File: src/rtl/semaphore_wait_queue_table_core_defines.svh
// ---------------------------------------------------------------------------
// Semaphore wait queue table assertion macros
// Shared property shorthands for the control checks of the table.
// ---------------------------------------------------------------------------
`ifndef SEMAPHORE_WAIT_QUEUE_TABLE_CORE_DEFINES_SVH
`define SEMAPHORE_WAIT_QUEUE_TABLE_CORE_DEFINES_SVH

// Same-cycle implication, disabled during reset.
`define SWQT_ASSERT_NOW(lbl, ck, rn, ante, cons, msg) \
	lbl: assert property (@(posedge ck) disable iff (!rn) (ante) |-> (cons)) else $error(msg);

// Next-cycle implication, disabled during reset.
`define SWQT_ASSERT_NEXT(lbl, ck, rn, ante, cons, msg) \
	lbl: assert property (@(posedge ck) disable iff (!rn) (ante) |=> (cons)) else $error(msg);

`endif

File: src/rtl/swqt_pkg.sv
`timescale 1ns / 1ps
// ---------------------------------------------------------------------------
// Semaphore wait queue table package
// Operation and status codes, field widths and controller interface types.
// ---------------------------------------------------------------------------
package swqt_pkg;

	localparam int PID_W = 4;
	localparam int NUM_PIDS = 16;
	localparam int KEY_W = 31;
	localparam int DESC_W = KEY_W + 2 * PID_W;

	localparam logic [1:0] OP_INSERT = 2'd0;
	localparam logic [1:0] OP_REMOVE = 2'd1;
	localparam logic [1:0] OP_OUT = 2'd2;
	localparam logic [1:0] OP_HEAD = 2'd3;

	localparam logic [1:0] ST_OK = 2'd0;
	localparam logic [1:0] ST_FULL = 2'd1;
	localparam logic [1:0] ST_NOT_FOUND = 2'd2;

	localparam logic [1:0] RES_ZERO = 2'd0;
	localparam logic [1:0] RES_PROC = 2'd1;
	localparam logic [1:0] RES_HEAD = 2'd2;

	typedef struct packed {
		logic load;
		logic init;
		logic hit;
		logic step;
		logic ins_append;
		logic ins_new;
		logic from_head;
		logic rd_next;
		logic walk;
		logic walk_step;
		logic unlink_head;
		logic unlink_mid;
		logic res_wr;
		logic [1:0] res_status;
		logic [1:0] res_sel;
		logic out_load;
	} cmd_t;

	typedef struct packed {
		logic [1:0] op;
		logic waiting;
		logic match;
		logic scan_last;
		logic found;
		logic free_found;
		logic head_is_p;
		logic tail_is_p;
		logic prev_is_tail;
		logic next_is_p;
		logic cnt_last;
	} sts_t;

endpackage

File: src/rtl/swqt_ram.sv
`timescale 1ns / 1ps
// ---------------------------------------------------------------------------
// Generic RAM
// One write port and one read port with registered read data.
// ---------------------------------------------------------------------------
module swqt_ram #(
	parameter int WIDTH = 8,
	parameter int DEPTH = 16
) (
	input  logic                     clk,
	input  logic                     we,
	input  logic [$clog2(DEPTH)-1:0] waddr,
	input  logic [WIDTH-1:0]         wdata,
	input  logic [$clog2(DEPTH)-1:0] raddr,
	output logic [WIDTH-1:0]         rdata
);

	logic [WIDTH-1:0] mem_q [DEPTH];
	logic [WIDTH-1:0] rdata_q;

	always_ff @(posedge clk) begin
		if (we) begin
			mem_q[waddr] <= wdata;
		end
		rdata_q <= mem_q[raddr];
	end

	assign rdata = rdata_q;

endmodule

File: src/rtl/swqt_ctrl.sv
`timescale 1ns / 1ps
`include "semaphore_wait_queue_table_core_defines.svh"
// ---------------------------------------------------------------------------
// Semaphore wait queue table controller
// Sequences descriptor search, queue update and the result transfer.
// ---------------------------------------------------------------------------
module swqt_ctrl (
	input  logic            clk,
	input  logic            arst_n,
	input  logic            in_valid,
	output logic            in_stall,
	output logic            out_valid,
	input  logic            out_stall,
	input  swqt_pkg::sts_t  sts,
	output swqt_pkg::cmd_t  cmd
);
	import swqt_pkg::*;

	localparam logic [3:0] S_IDLE = 4'd0;
	localparam logic [3:0] S_PREP = 4'd1;
	localparam logic [3:0] S_RD = 4'd2;
	localparam logic [3:0] S_CMP = 4'd3;
	localparam logic [3:0] S_ACT = 4'd4;
	localparam logic [3:0] S_NXT = 4'd5;
	localparam logic [3:0] S_HEAD = 4'd6;
	localparam logic [3:0] S_WALK = 4'd7;
	localparam logic [3:0] S_DONE = 4'd8;

	logic [3:0] state_q;
	logic [3:0] state_d;
	logic       out_valid_q;
	logic       out_free;

	assign in_stall = (state_q != S_IDLE);
	assign out_valid = out_valid_q;
	assign out_free = !out_valid_q || !out_stall;

	always_comb begin
		state_d = state_q;
		cmd = '0;
		case (state_q)
			S_IDLE: begin
				if (in_valid) begin
					cmd.load = 1'b1;
					state_d = S_PREP;
				end
			end
			S_PREP: begin
				cmd.init = 1'b1;
				if ((sts.op == OP_INSERT && sts.waiting) ||
				    (sts.op == OP_OUT && !sts.waiting)) begin
					cmd.res_wr = 1'b1;
					cmd.res_status = ST_NOT_FOUND;
					cmd.res_sel = RES_ZERO;
					state_d = S_DONE;
				end else begin
					state_d = S_RD;
				end
			end
			S_RD: begin
				state_d = S_CMP;
			end
			S_CMP: begin
				if (sts.match) begin
					cmd.hit = 1'b1;
					state_d = S_ACT;
				end else begin
					cmd.step = 1'b1;
					state_d = sts.scan_last ? S_ACT : S_RD;
				end
			end
			S_ACT: begin
				cmd.res_wr = 1'b1;
				cmd.res_status = ST_NOT_FOUND;
				cmd.res_sel = RES_ZERO;
				state_d = S_DONE;
				case (sts.op)
					OP_INSERT: begin
						if (sts.found) begin
							cmd.ins_append = 1'b1;
							cmd.res_status = ST_OK;
						end else if (sts.free_found) begin
							cmd.ins_new = 1'b1;
							cmd.res_status = ST_OK;
						end else begin
							cmd.res_status = ST_FULL;
						end
					end
					OP_HEAD: begin
						if (sts.found) begin
							cmd.res_status = ST_OK;
							cmd.res_sel = RES_HEAD;
						end
					end
					OP_REMOVE: begin
						if (sts.found) begin
							cmd.res_wr = 1'b0;
							cmd.from_head = 1'b1;
							state_d = S_NXT;
						end
					end
					default: begin
						if (sts.found) begin
							cmd.res_wr = 1'b0;
							state_d = S_NXT;
						end
					end
				endcase
			end
			S_NXT: begin
				cmd.rd_next = 1'b1;
				state_d = S_HEAD;
			end
			S_HEAD: begin
				if (sts.head_is_p) begin
					cmd.unlink_head = 1'b1;
					cmd.res_wr = 1'b1;
					cmd.res_status = ST_OK;
					cmd.res_sel = RES_PROC;
					state_d = S_DONE;
				end else begin
					state_d = S_WALK;
				end
			end
			S_WALK: begin
				cmd.walk = 1'b1;
				if (sts.prev_is_tail) begin
					cmd.res_wr = 1'b1;
					cmd.res_status = ST_NOT_FOUND;
					cmd.res_sel = RES_ZERO;
					state_d = S_DONE;
				end else if (sts.next_is_p) begin
					cmd.unlink_mid = 1'b1;
					cmd.res_wr = 1'b1;
					cmd.res_status = ST_OK;
					cmd.res_sel = RES_PROC;
					state_d = S_DONE;
				end else if (sts.cnt_last) begin
					cmd.res_wr = 1'b1;
					cmd.res_status = ST_NOT_FOUND;
					cmd.res_sel = RES_ZERO;
					state_d = S_DONE;
				end else begin
					cmd.walk_step = 1'b1;
				end
			end
			S_DONE: begin
				if (out_free) begin
					cmd.out_load = 1'b1;
					state_d = S_IDLE;
				end
			end
			default: begin
				state_d = S_IDLE;
			end
		endcase
	end

	always_ff @(posedge clk or negedge arst_n) begin
		if (!arst_n) begin
			state_q <= S_IDLE;
			out_valid_q <= 1'b0;
		end else begin
			state_q <= state_d;
			if (cmd.out_load) begin
				out_valid_q <= 1'b1;
			end else if (out_valid_q && !out_stall) begin
				out_valid_q <= 1'b0;
			end
		end
	end

	`SWQT_ASSERT_NEXT(a_done_delivers, clk, arst_n, (state_q == S_DONE) && out_free, (state_q == S_IDLE) && out_valid_q, "finished result was not loaded")
	`SWQT_ASSERT_NEXT(a_scan_continues, clk, arst_n, (state_q == S_CMP) && !sts.match && !sts.scan_last, state_q == S_RD, "descriptor scan stopped early")
	`SWQT_ASSERT_NOW(a_idle_no_pending, clk, arst_n, (state_q == S_IDLE) && out_valid_q && out_stall, !cmd.out_load, "result loaded over a waiting result")

endmodule

File: src/rtl/swqt_dpath.sv
`timescale 1ns / 1ps
// ---------------------------------------------------------------------------
// Semaphore wait queue table datapath
// Descriptor memory, process link arrays, scan and walk registers, results.
// ---------------------------------------------------------------------------
module swqt_dpath #(
	parameter int MAX_PROCS = 16
) (
	input  logic                          clk,
	input  logic                          arst_n,
	input  logic [1:0]                    op,
	input  logic [swqt_pkg::KEY_W-1:0]    sem_addr,
	input  logic [swqt_pkg::PID_W-1:0]    proc_id,
	input  swqt_pkg::cmd_t                cmd,
	output swqt_pkg::sts_t                sts,
	output logic [1:0]                    status,
	output logic [swqt_pkg::PID_W-1:0]    result_proc
);
	import swqt_pkg::*;

	localparam int IW = $clog2(MAX_PROCS);

	logic [MAX_PROCS-1:0] in_use_q;
	logic [NUM_PIDS-1:0]  waiting_q;
	logic [PID_W-1:0]     next_q [NUM_PIDS];
	logic [KEY_W-1:0]     wkey_q [NUM_PIDS];

	logic [1:0]       op_q;
	logic [KEY_W-1:0] key_q;
	logic [PID_W-1:0] p_q;
	logic [IW-1:0]    idx_q;
	logic [IW-1:0]    d_q;
	logic [IW-1:0]    free_q;
	logic             found_q;
	logic             free_found_q;
	logic [PID_W-1:0] head_d_q;
	logic [PID_W-1:0] tail_d_q;
	logic [PID_W-1:0] nextp_q;
	logic [PID_W-1:0] prev_q;
	logic [PID_W-1:0] cnt_q;
	logic [1:0]       res_status_q;
	logic [PID_W-1:0] res_proc_q;
	logic [1:0]       status_q;
	logic [PID_W-1:0] result_proc_q;

	logic              ram_we;
	logic [IW-1:0]     ram_waddr;
	logic [DESC_W-1:0] ram_wdata;
	logic [DESC_W-1:0] ram_rdata;
	logic [PID_W-1:0]  next_rd;

	swqt_ram #(.WIDTH(DESC_W), .DEPTH(MAX_PROCS)) u_desc_ram (
		.clk   (clk),
		.we    (ram_we),
		.waddr (ram_waddr),
		.wdata (ram_wdata),
		.raddr (idx_q),
		.rdata (ram_rdata)
	);

	assign next_rd = next_q[cmd.walk ? prev_q : p_q];

	always_comb begin
		sts.op = op_q;
		sts.waiting = waiting_q[p_q];
		sts.match = in_use_q[idx_q] && (ram_rdata[DESC_W-1 -: KEY_W] == key_q);
		sts.scan_last = (idx_q == IW'(MAX_PROCS - 1));
		sts.found = found_q;
		sts.free_found = free_found_q;
		sts.head_is_p = (head_d_q == p_q);
		sts.tail_is_p = (tail_d_q == p_q);
		sts.prev_is_tail = (prev_q == tail_d_q);
		sts.next_is_p = (next_rd == p_q);
		sts.cnt_last = (cnt_q == PID_W'(NUM_PIDS - 1));
	end

	// Descriptor word is {key, head, tail}; every update rewrites the whole word.
	always_comb begin
		ram_we = 1'b0;
		ram_waddr = d_q;
		ram_wdata = {key_q, head_d_q, tail_d_q};
		if (cmd.ins_append) begin
			ram_we = 1'b1;
			ram_wdata = {key_q, head_d_q, p_q};
		end else if (cmd.ins_new) begin
			ram_we = 1'b1;
			ram_waddr = free_q;
			ram_wdata = {key_q, p_q, p_q};
		end else if (cmd.unlink_head && !sts.tail_is_p) begin
			ram_we = 1'b1;
			ram_wdata = {key_q, nextp_q, tail_d_q};
		end else if (cmd.unlink_mid && sts.tail_is_p) begin
			ram_we = 1'b1;
			ram_wdata = {key_q, head_d_q, prev_q};
		end
	end

	always_ff @(posedge clk or negedge arst_n) begin
		if (!arst_n) begin
			in_use_q <= '0;
			waiting_q <= '0;
			found_q <= 1'b0;
			free_found_q <= 1'b0;
			idx_q <= '0;
		end else begin
			if (cmd.init) begin
				found_q <= 1'b0;
				free_found_q <= 1'b0;
				idx_q <= '0;
			end
			if (cmd.hit) begin
				found_q <= 1'b1;
			end
			if (cmd.step) begin
				if (!in_use_q[idx_q] && !free_found_q) begin
					free_found_q <= 1'b1;
				end
				idx_q <= idx_q + IW'(1);
			end
			if (cmd.ins_append || cmd.ins_new) begin
				waiting_q[p_q] <= 1'b1;
			end
			if (cmd.ins_new) begin
				in_use_q[free_q] <= 1'b1;
			end
			if (cmd.unlink_head || cmd.unlink_mid) begin
				waiting_q[p_q] <= 1'b0;
			end
			if (cmd.unlink_head && sts.tail_is_p) begin
				in_use_q[d_q] <= 1'b0;
			end
		end
	end

	always_ff @(posedge clk) begin
		if (cmd.load) begin
			op_q <= op;
			key_q <= sem_addr;
			p_q <= proc_id;
		end
		if (cmd.init && op_q == OP_OUT) begin
			key_q <= wkey_q[p_q];
		end
		if (cmd.step && !in_use_q[idx_q] && !free_found_q) begin
			free_q <= idx_q;
		end
		if (cmd.hit) begin
			d_q <= idx_q;
			head_d_q <= ram_rdata[2*PID_W-1 -: PID_W];
			tail_d_q <= ram_rdata[PID_W-1:0];
		end
		if (cmd.from_head) begin
			p_q <= head_d_q;
		end
		if (cmd.rd_next) begin
			nextp_q <= next_rd;
			prev_q <= head_d_q;
			cnt_q <= '0;
		end
		if (cmd.walk_step) begin
			prev_q <= next_rd;
			cnt_q <= cnt_q + PID_W'(1);
		end
		if (cmd.ins_append) begin
			next_q[tail_d_q] <= p_q;
		end
		if (cmd.ins_append || cmd.ins_new) begin
			next_q[p_q] <= p_q;
			wkey_q[p_q] <= key_q;
		end
		if (cmd.unlink_mid) begin
			next_q[prev_q] <= nextp_q;
		end
		if (cmd.res_wr) begin
			res_status_q <= cmd.res_status;
			case (cmd.res_sel)
				RES_PROC: res_proc_q <= p_q;
				RES_HEAD: res_proc_q <= head_d_q;
				default:  res_proc_q <= '0;
			endcase
		end
		if (cmd.out_load) begin
			status_q <= res_status_q;
			result_proc_q <= res_proc_q;
		end
	end

	assign status = status_q;
	assign result_proc = result_proc_q;

endmodule

File: src/rtl/semaphore_wait_queue_table_core.sv
`timescale 1ns / 1ps
// Flow: each request reads descriptors in turn, through states S_RD and S_CMP, until the key
// matches (all MAX_PROCS on a miss); remove and out then unlink a process, out walking the
// queue link by link from the head (up to 16). Rejected inserts and outs skip the scan.
// Throughput: one item at a time; the next transfer is taken only once the controller is
// back in idle.
// Reset: arst_n clears all descriptors and waiting flags at once; no clearing pass.
// ---------------------------------------------------------------------------
// Semaphore wait queue table core
// Active semaphore descriptors, each with a first-in first-out queue of
// blocked process ids, supporting insert, remove head, out and head peek.
// ---------------------------------------------------------------------------
module semaphore_wait_queue_table_core #(
	parameter int MAX_PROCS = 16
) (
	input  logic                           clk,
	input  logic                           arst_n,
	input  logic                           in_valid,
	output logic                           in_stall,
	input  logic [1:0]                     op,
	input  logic [swqt_pkg::KEY_W-1:0]     sem_addr,
	input  logic [swqt_pkg::PID_W-1:0]     proc_id,
	output logic                           out_valid,
	input  logic                           out_stall,
	output logic [1:0]                     status,
	output logic [swqt_pkg::PID_W-1:0]     result_proc
);
	import swqt_pkg::*;

	// The controller walks the states; the datapath holds all table storage.
	// They talk only through the command and status structs below.
	cmd_t cmd;
	sts_t sts;

	// The controller accepts a transfer only when idle. A finished result
	// sits in the output register until its transfer completes, while the
	// next item may already be accepted.
	swqt_ctrl u_ctrl (
		.clk       (clk),
		.arst_n    (arst_n),
		.in_valid  (in_valid),
		.in_stall  (in_stall),
		.out_valid (out_valid),
		.out_stall (out_stall),
		.sts       (sts),
		.cmd       (cmd)
	);

	// The datapath scans descriptors through a RAM, keeps per-process links
	// and wait keys in registers, and walks a queue one link per cycle.
	swqt_dpath #(.MAX_PROCS(MAX_PROCS)) u_dpath (
		.clk         (clk),
		.arst_n      (arst_n),
		.op          (op),
		.sem_addr    (sem_addr),
		.proc_id     (proc_id),
		.cmd         (cmd),
		.sts         (sts),
		.status      (status),
		.result_proc (result_proc)
	);

endmodule

File: config.mk
export PLATFORM = sky130hd
export DESIGN_NAME = semaphore_wait_queue_table_core
export DESIGN_NICKNAME = d
export VERILOG_FILES = /design/src/rtl/swqt_pkg.sv /design/src/rtl/swqt_ram.sv /design/src/rtl/swqt_ctrl.sv /design/src/rtl/swqt_dpath.sv /design/src/rtl/semaphore_wait_queue_table_core.sv
export VERILOG_INCLUDE_DIRS = /design/src /design/src/rtl
export SDC_FILE = /design/constraint.sdc
export NUM_CORES = 1
export LEC_CHECK = 0
export BUFFER_PORTS_ARGS = -buffer_cell sky130_fd_sc_hd__buf_2
export CORE_ASPECT_RATIO = 0.75
export CORE_MARGIN = 4
export CORE_UTILIZATION = 51
export CTS_CLUSTER_DIAMETER = 30
export DETAILED_ROUTE_END_ITERATION = 10
export GPL_TIMING_DRIVEN = 0
export PLACE_DENSITY = 0.66
export SKIP_CTS_REPAIR_TIMING = 1
export SYNTH_ARGS = -nofsm -noshare
export SYNTH_HDL_FRONTEND = slang
export SYNTH_SLANG_ARGS = --single-unit
export TNS_END_PERCENT = 5
File: constraint.sdc
create_clock -name clk -period 14.9 [get_ports clk]
set_input_delay 1.49 -clock clk [delete_from_list [all_inputs] [get_ports clk]]
set_output_delay 1.49 -clock clk [all_outputs]
set_load 0.05 [all_outputs]
# [After elaboration in Yosys (flattened, before gate mapping)]
# Memories as Yosys holds them, arrays and structs flattened. A register that Yosys moved wholly into a read port is not among the register bits.
# Cells that the tools add are included.
[word_totals] ramBits=1184 reg_bits=120 wordCells=202 out_inout_bits=8 inputBits=41 memories=3
[classes] mux=104 n_addsub=2 n_eq_ne=23 order_cmp=7 n_bitwise=6 reduce_logical=36
[memory_table] name="u_dpath.u_desc_ram.mem_q" depth=16 word_bits=39 rd=1 rd_clocked_by_memory_dff=1 wr=1 line_no="swqt_ram.sv:18" source="logic [WIDTH-1:0] mem_q [DEPTH];"
[memory_table] name="u_dpath.wkey_q" depth=16 word_bits=31 rd=1 rd_clocked_by_memory_dff=1 wr=1 line_no="swqt_dpath.sv:26" source="logic [KEY_W-1:0] wkey_q [NUM_PIDS];"
[memory_table] name="u_dpath.next_q" depth=16 word_bits=4 rd=1 rd_clocked_by_memory_dff=0 wr=2 line_no="swqt_dpath.sv:25" source="logic [PID_W-1:0] next_q [NUM_PIDS];"
[ops] cell="$mux 4" n=26
[ops] cell="$mux 16" n=4
[ops] cell="$mux 31" n=2
[ops] cell="$mux 1" n=49
[ops] cell="$pmux 4 s9" n=1
[ops] cell="$and 16x16->16" n=2
[ops] cell="$not 16->16" n=2
[ops] cell="$or 16x16->16" n=2
[ops] cell="$eq 31x31->1" n=1
[ops] cell="$mux 5" n=5
[ops] cell="$mux 8" n=3
[ops] cell="$lt 4x5->1 const B" n=4
[ops] cell="$pmux 5 s4" n=1
[ops] cell="$eq 4x3->1 const B" n=4
[ops] cell="$eq 4x4->1" n=4
[ops] cell="$logic_and 1x1->1" n=14
[ops] cell="$demux 1 s4" n=3
[ops] cell="$eq 4x4->1 const B" n=3
[ops] cell="$ge 4x1->1 const B" n=3
[ops] cell="$reduce_bool 2->1" n=6
[ops] cell="$add 4x1->4 const B" n=2
[ops] cell="$bmux 1 s4" n=2
[ops] cell="$eq 4x2->1 const B" n=2
[ops] cell="$mux 2" n=4
[ops] cell="17 further kinds" n=29

# [Depth between registers and ports, before layout]
[logic_depth] ltp_mapped=17 depth_no_buf=12

# [By module]
# Synthesis repeated with hierarchy kept, for this count alone.
[hier_totals] cells_unflattened=2550 area_unflattened_um2=52937.0
[modules_own_cells] mod="swqt_dpath" cells_each=1461 area_per_inst_um2=28148.2 instances=1 seq_area_each_um2=20159.3
[modules_own_cells] mod="swqt_ram" cells_each=1014 area_per_inst_um2=24185.7 instances=1 seq_area_each_um2=19518.7
[modules_own_cells] mod="swqt_ctrl" cells_each=75 area_per_inst_um2=603.1 instances=1 seq_area_each_um2=125.1

# [Least setup slack after synthesis]
# Ideal clock, no wire load.
[synth_timing] path_kind="reg-to-reg" from="reg u_ctrl.state_q[3]" to="mem u_dpath.next_q[12][0], enable pin" setup_ns=0.379 period_less_slack_ns=5.637 required_ns=14.521 t_arrival_ns=5.258 slack_ns=9.263 path_stages_with_launch=10 path_buffers=1 path_cell_list="dfrtp_1 > buf_6 > nand2b_1 > nor3_1 > nand2_1 > nor3b_1 > nor2_1 > nor4_1 > nor2_1 > o41ai_1"
[synth_lines] element="from (decl)" line_no="swqt_ctrl.sv:29" source="logic [3:0] state_q;"
[synth_lines] element="from (signal assigned)" line_no="swqt_ctrl.sv:164" source="state_q <= state_d;"
[synth_lines] element="to (decl)" line_no="swqt_dpath.sv:25"

# [Final worst setup path]
[layout_timing] from="reg u_dpath.p_q[1]" to="mem u_dpath.u_desc_ram.mem_q[3][13] (netlist bit), enable pin"
[layout_via] elab_chain_cells=13 elab_cells_between_ends=19 classes_between="eq/ne (3); mux (12); reduce/logical (3); memory (1)"
[layout_lines] element="from (decl)" line_no="swqt_dpath.sv:30" source="logic [PID_W-1:0] p_q;"
[layout_lines] element="from (signal assigned)" line_no="swqt_dpath.sv:139" source="p_q <= proc_id;"
[layout_lines] element="from (signal assigned)" line_no="swqt_dpath.sv:153" source="p_q <= head_d_q;"
[layout_lines] element="$mux 4" line_no="swqt_dpath.sv:61" source="assign next_rd = next_q[cmd.walk ? prev_q : p_q];"
[layout_lines] element="$mem_v2 16x4"
[layout_lines] element="$eq 4x4->1" line_no="swqt_dpath.sv:73" source="sts.next_is_p = (next_rd == p_q);"
[layout_lines] element="$mux 1" line_no="swqt_ctrl.sv:132" source="end else if (sts.next_is_p) begin"
[layout_lines] element="$mux 1" line_no="swqt_ctrl.sv:127" source="if (sts.prev_is_tail) begin"
[layout_lines] element="$mux 1" line_no="swqt_ctrl.sv:41" source="case (state_q)"
[layout_lines] element="$logic_and 1x1->1" line_no="swqt_dpath.sv:92" source="end else if (cmd.unlink_mid && sts.tail_is_p) begin"
[layout_lines] element="$mux 1" line_no="swqt_dpath.sv:92"
[layout_lines] element="$mux 1 *" line_no="swqt_dpath.sv:89" source="end else if (cmd.unlink_head && !sts.tail_is_p) begin"
[layout_lines] element="$mux 1 *" line_no="swqt_dpath.sv:85" source="end else if (cmd.ins_new) begin"
[layout_lines] element="$mux 1 *" line_no="swqt_dpath.sv:82" source="if (cmd.ins_append) begin"
[layout_lines] element="$mux 1 *" line_no="swqt_ram.sv:22" source="if (we) begin"
[layout_lines] element="$mux 1 (implied by the code) *" line_no="swqt_ram.sv:23" source="mem_q[waddr] <= wdata;"
[layout_lines] element="to (decl)" line_no="swqt_ram.sv:18"
# Every way passes the cells marked *; elsewhere a longest branch is shown, timed or not.

==> results.ini <==
[final_layout]
final_common_cell = edfxtp_1
layout.nets = 3201
stdcell_count = 4708
fillCellCount = 7189
layout_common_cells = edfxtp_1, mux4_2, mux2i_1
drive_gt1_share_pct = 24.3
area_delta_synth_final_pct = 18.9
postLayoutCoreUtil_pct = 61.2
fin_area_mm2 = 0.0634

[detailed_routing]
vias = 30000
drt-total-wl_um = 144000
detail_route.drc_violations = 0
vias_per_cell = 6.38
first_iter_violations = 4205
ant_nets = 0
first_pass_iters = 6
wire_per_inst_um = 30.7

[timing]
holdWs_ps = 414
max_freq_mhz = 175
finalWorstSetupSlack_ps = 9190
tightestPinTransition_ps = 1360
setup_viol = 0
rsz0062_at_grt = false
finClkSkew_ps = 36.9
slew_headroom_pct = 8.95
min_period_over_period_pct = 38.3
slew_violations = 0
setup-tns-final_ps = 0
finalHoldViolations = 0
fin_crit_ps = 5710

[placed_design]
dpl_cell_area_mm2 = 0.0572
gp_congestion = 0.952
place_hpwl_um = 97000
dpl_worst_slack_ps = 9320
placed_cells = 4375
io_buffers = 48

[logic_synthesis]
synthesis.nets = 2859
synthArstFlopShare_pct = 3.19
synth-edff-count = 1261
syn_avg_cell_area_um2 = 19.0
ys_ff_latch = 1347
ys_warn_count = 0
synth_top_area_share_pct = 71.0
synth_top_area_cell = edfxtp_1
synth.area.top_cells = edfxtp_1, mux4_2, mux2i_1, dfrtp_1, dfxtp_1
synth_area_mm2 = 0.0533
synthFlopType = edfxtp_1
yosysSeqAreaShare_pct = 74.6
yosysUniqueCellTypes = 66
synth_cells = 2810

[clocking]
path_clk_slew_ps = 60
cts_buffer_depth = 3
cts_tree = yes
root_buffer = clkbuf_16
cts_buffers = 178
cts_sinks = 1347
clkLatencyLatePin_ps = 800
htreeDepth = 4

[die]
rows = 102
fp.coreArea_mm2 = 0.104
die-area_mm2 = 0.110
die_w_um = 381
pin_count = 49
die_y_um = 288
initial_core_util_pct = 51.5

[critical_path]
setup.worst_path.class = flop to flop
cp_max_fo = 14
endpoint_kind = flop
required_ps = 15390
setup.worst_path.start_class = flop
cp.arrival_ps = 6200

[power]
clkPwrFrac_pct = 39.7
seq_power_share_pct = 43.2
combPwrFrac_pct = 17.1
internal_power_mw = 7.85
finalPower_mw = 10.8
p_leak_nw = 20.8
cellPowerDensity_mw_per_mm2 = 171
peakVddDrop_v = 0.000122
swShare_pct = 27.6
p_sw_mw = 2.99

[grt]
grt_pass1_vias = 29700
antenna_found_initial = 1
overflow = 0
grt_max_degree = 44
grt_first_pass_wirelength_um = 208000
grt.total_usage_pct = 26.4

[outcome]
outcome = finished clean

[min_path]
min_path_type = flop to flop

[flow_run]
maxCapViolCount = 0

state kept, by name (all words and copies together) (netlist names), 15 cells and up, named ones only:
signal                    count
u_dpath.next_q               64
u_dpath.waiting_q            15
u_dpath.u_desc_ram.rdata     39
u_dpath.in_use_q             16
u_dpath.wkey_q              496
u_dpath.u_desc_ram.mem_q    624
u_dpath.key_q                31
cell usage after synthesis (9+ instances only):
cell      count
xor2_1        9
edfxtp_1   1261
nand2b_1     19
nor2_1       78
buf_2        10
buf_1        31
mux4_2      245
clkbuf_1    122
nand4_1      11
o22ai_1       9
nor4_1       11
a221oi_1     82
mux2_2       40
nor3_1       25
a31oi_1      38
mux2i_1     193
xnor2_1      37
nand3_1      33
a21oi_1      65
o21ai_0     129
a22oi_1      49
inv_1        21
dfrtp_1      43
dfxtp_1      43
nand2_1      97
power groups by stage:
stage          logic, mW  registers (mW)  clock network, mW
3_5_place_dp        1.83            4.76                  0
3_3_place_gp        1.81            4.74                  0
2_1_floorplan       1.25            4.64                  0
6_report            1.86            4.68               4.31
5_1_grt             1.97            4.71               4.53
4_1_cts             1.85            4.68               4.36
final cells by class:
class | instances | area, um2 | area share (%)
timing repair buffer | 162 | 1860 | 2.94
buffer | 169 | 686 | 1.08
clock buffer | 202 | 4640 | 7.32
multi-input combinational | 1272 | 13100 | 20.6
inverter | 22 | 82.6 | 0.130
antenna | 1 | 2.50 | 0.00395
tap | 1404 | 1760 | 2.77
clock inverter | 129 | 1500 | 2.37
sequential | 1347 | 39800 | 62.8
per-layer routing:
| layer | global-route usage (%) | up-vias | share of wire [%] |
|---|---|---|---|
| li1 | - | 12300 | - |
| met1 | 40.0 | 15600 | 42 |
| met2 | 39.0 | 1800 | 45 |
| met3 | 5.81 | 252 | 10 |
| met4 | 7.77 | 0 | 2.4 |
| met5 | 0 | - | 0 |
path summary, 6_finish.rpt:
check | from | to | slack (ps) | depth (start not counted)
max | u_dpath.p_q[1] | u_dpath.u_desc_ram.mem_q[3][13] | 9190 | 12
min | u_dpath.u_desc_ram.rdata[6] | u_dpath.head_d_q[2] | 410 | 0
max reg2reg | u_dpath.p_q[1] | u_dpath.u_desc_ram.mem_q[3][13] | 9190 | 12
min reg2reg | u_dpath.u_desc_ram.rdata[6] | u_dpath.head_d_q[2] | 410 | 0
max in group asynchronous | arst_n | u_dpath.waiting_q[8] | 13220 | 1
min in group asynchronous | arst_n | u_dpath.idx_q[2] | 930 | 1
critical path: stages (launching register included):
cell	delay (ps)
edfxtp_1	400
clkbuf_1	470
inv_1	320
a31oi_1	580
o22ai_1	340
a2111o_1	560
a2111oi_4	280
and4_1	340
clkbuf_1	350
o21ai_0	470
a21oi_4	840
buf_16	250
buf_16	180
kinds of logic (layout without fill, tap and decap cells):
group	after synthesis	count (layout)	synth area share [%]
xor+xnor	46	46	0.756
compound gates	422	422	5.23
flops	1347	1347	74.6
mux	482	482	14.9
other cells	0	1	0
buf+inv	191	684	1.44
simple gates	314	314	2.81
fa+ha+maj	8	8	0.188
No activity file was read; power rests on OpenSTA's default activity.
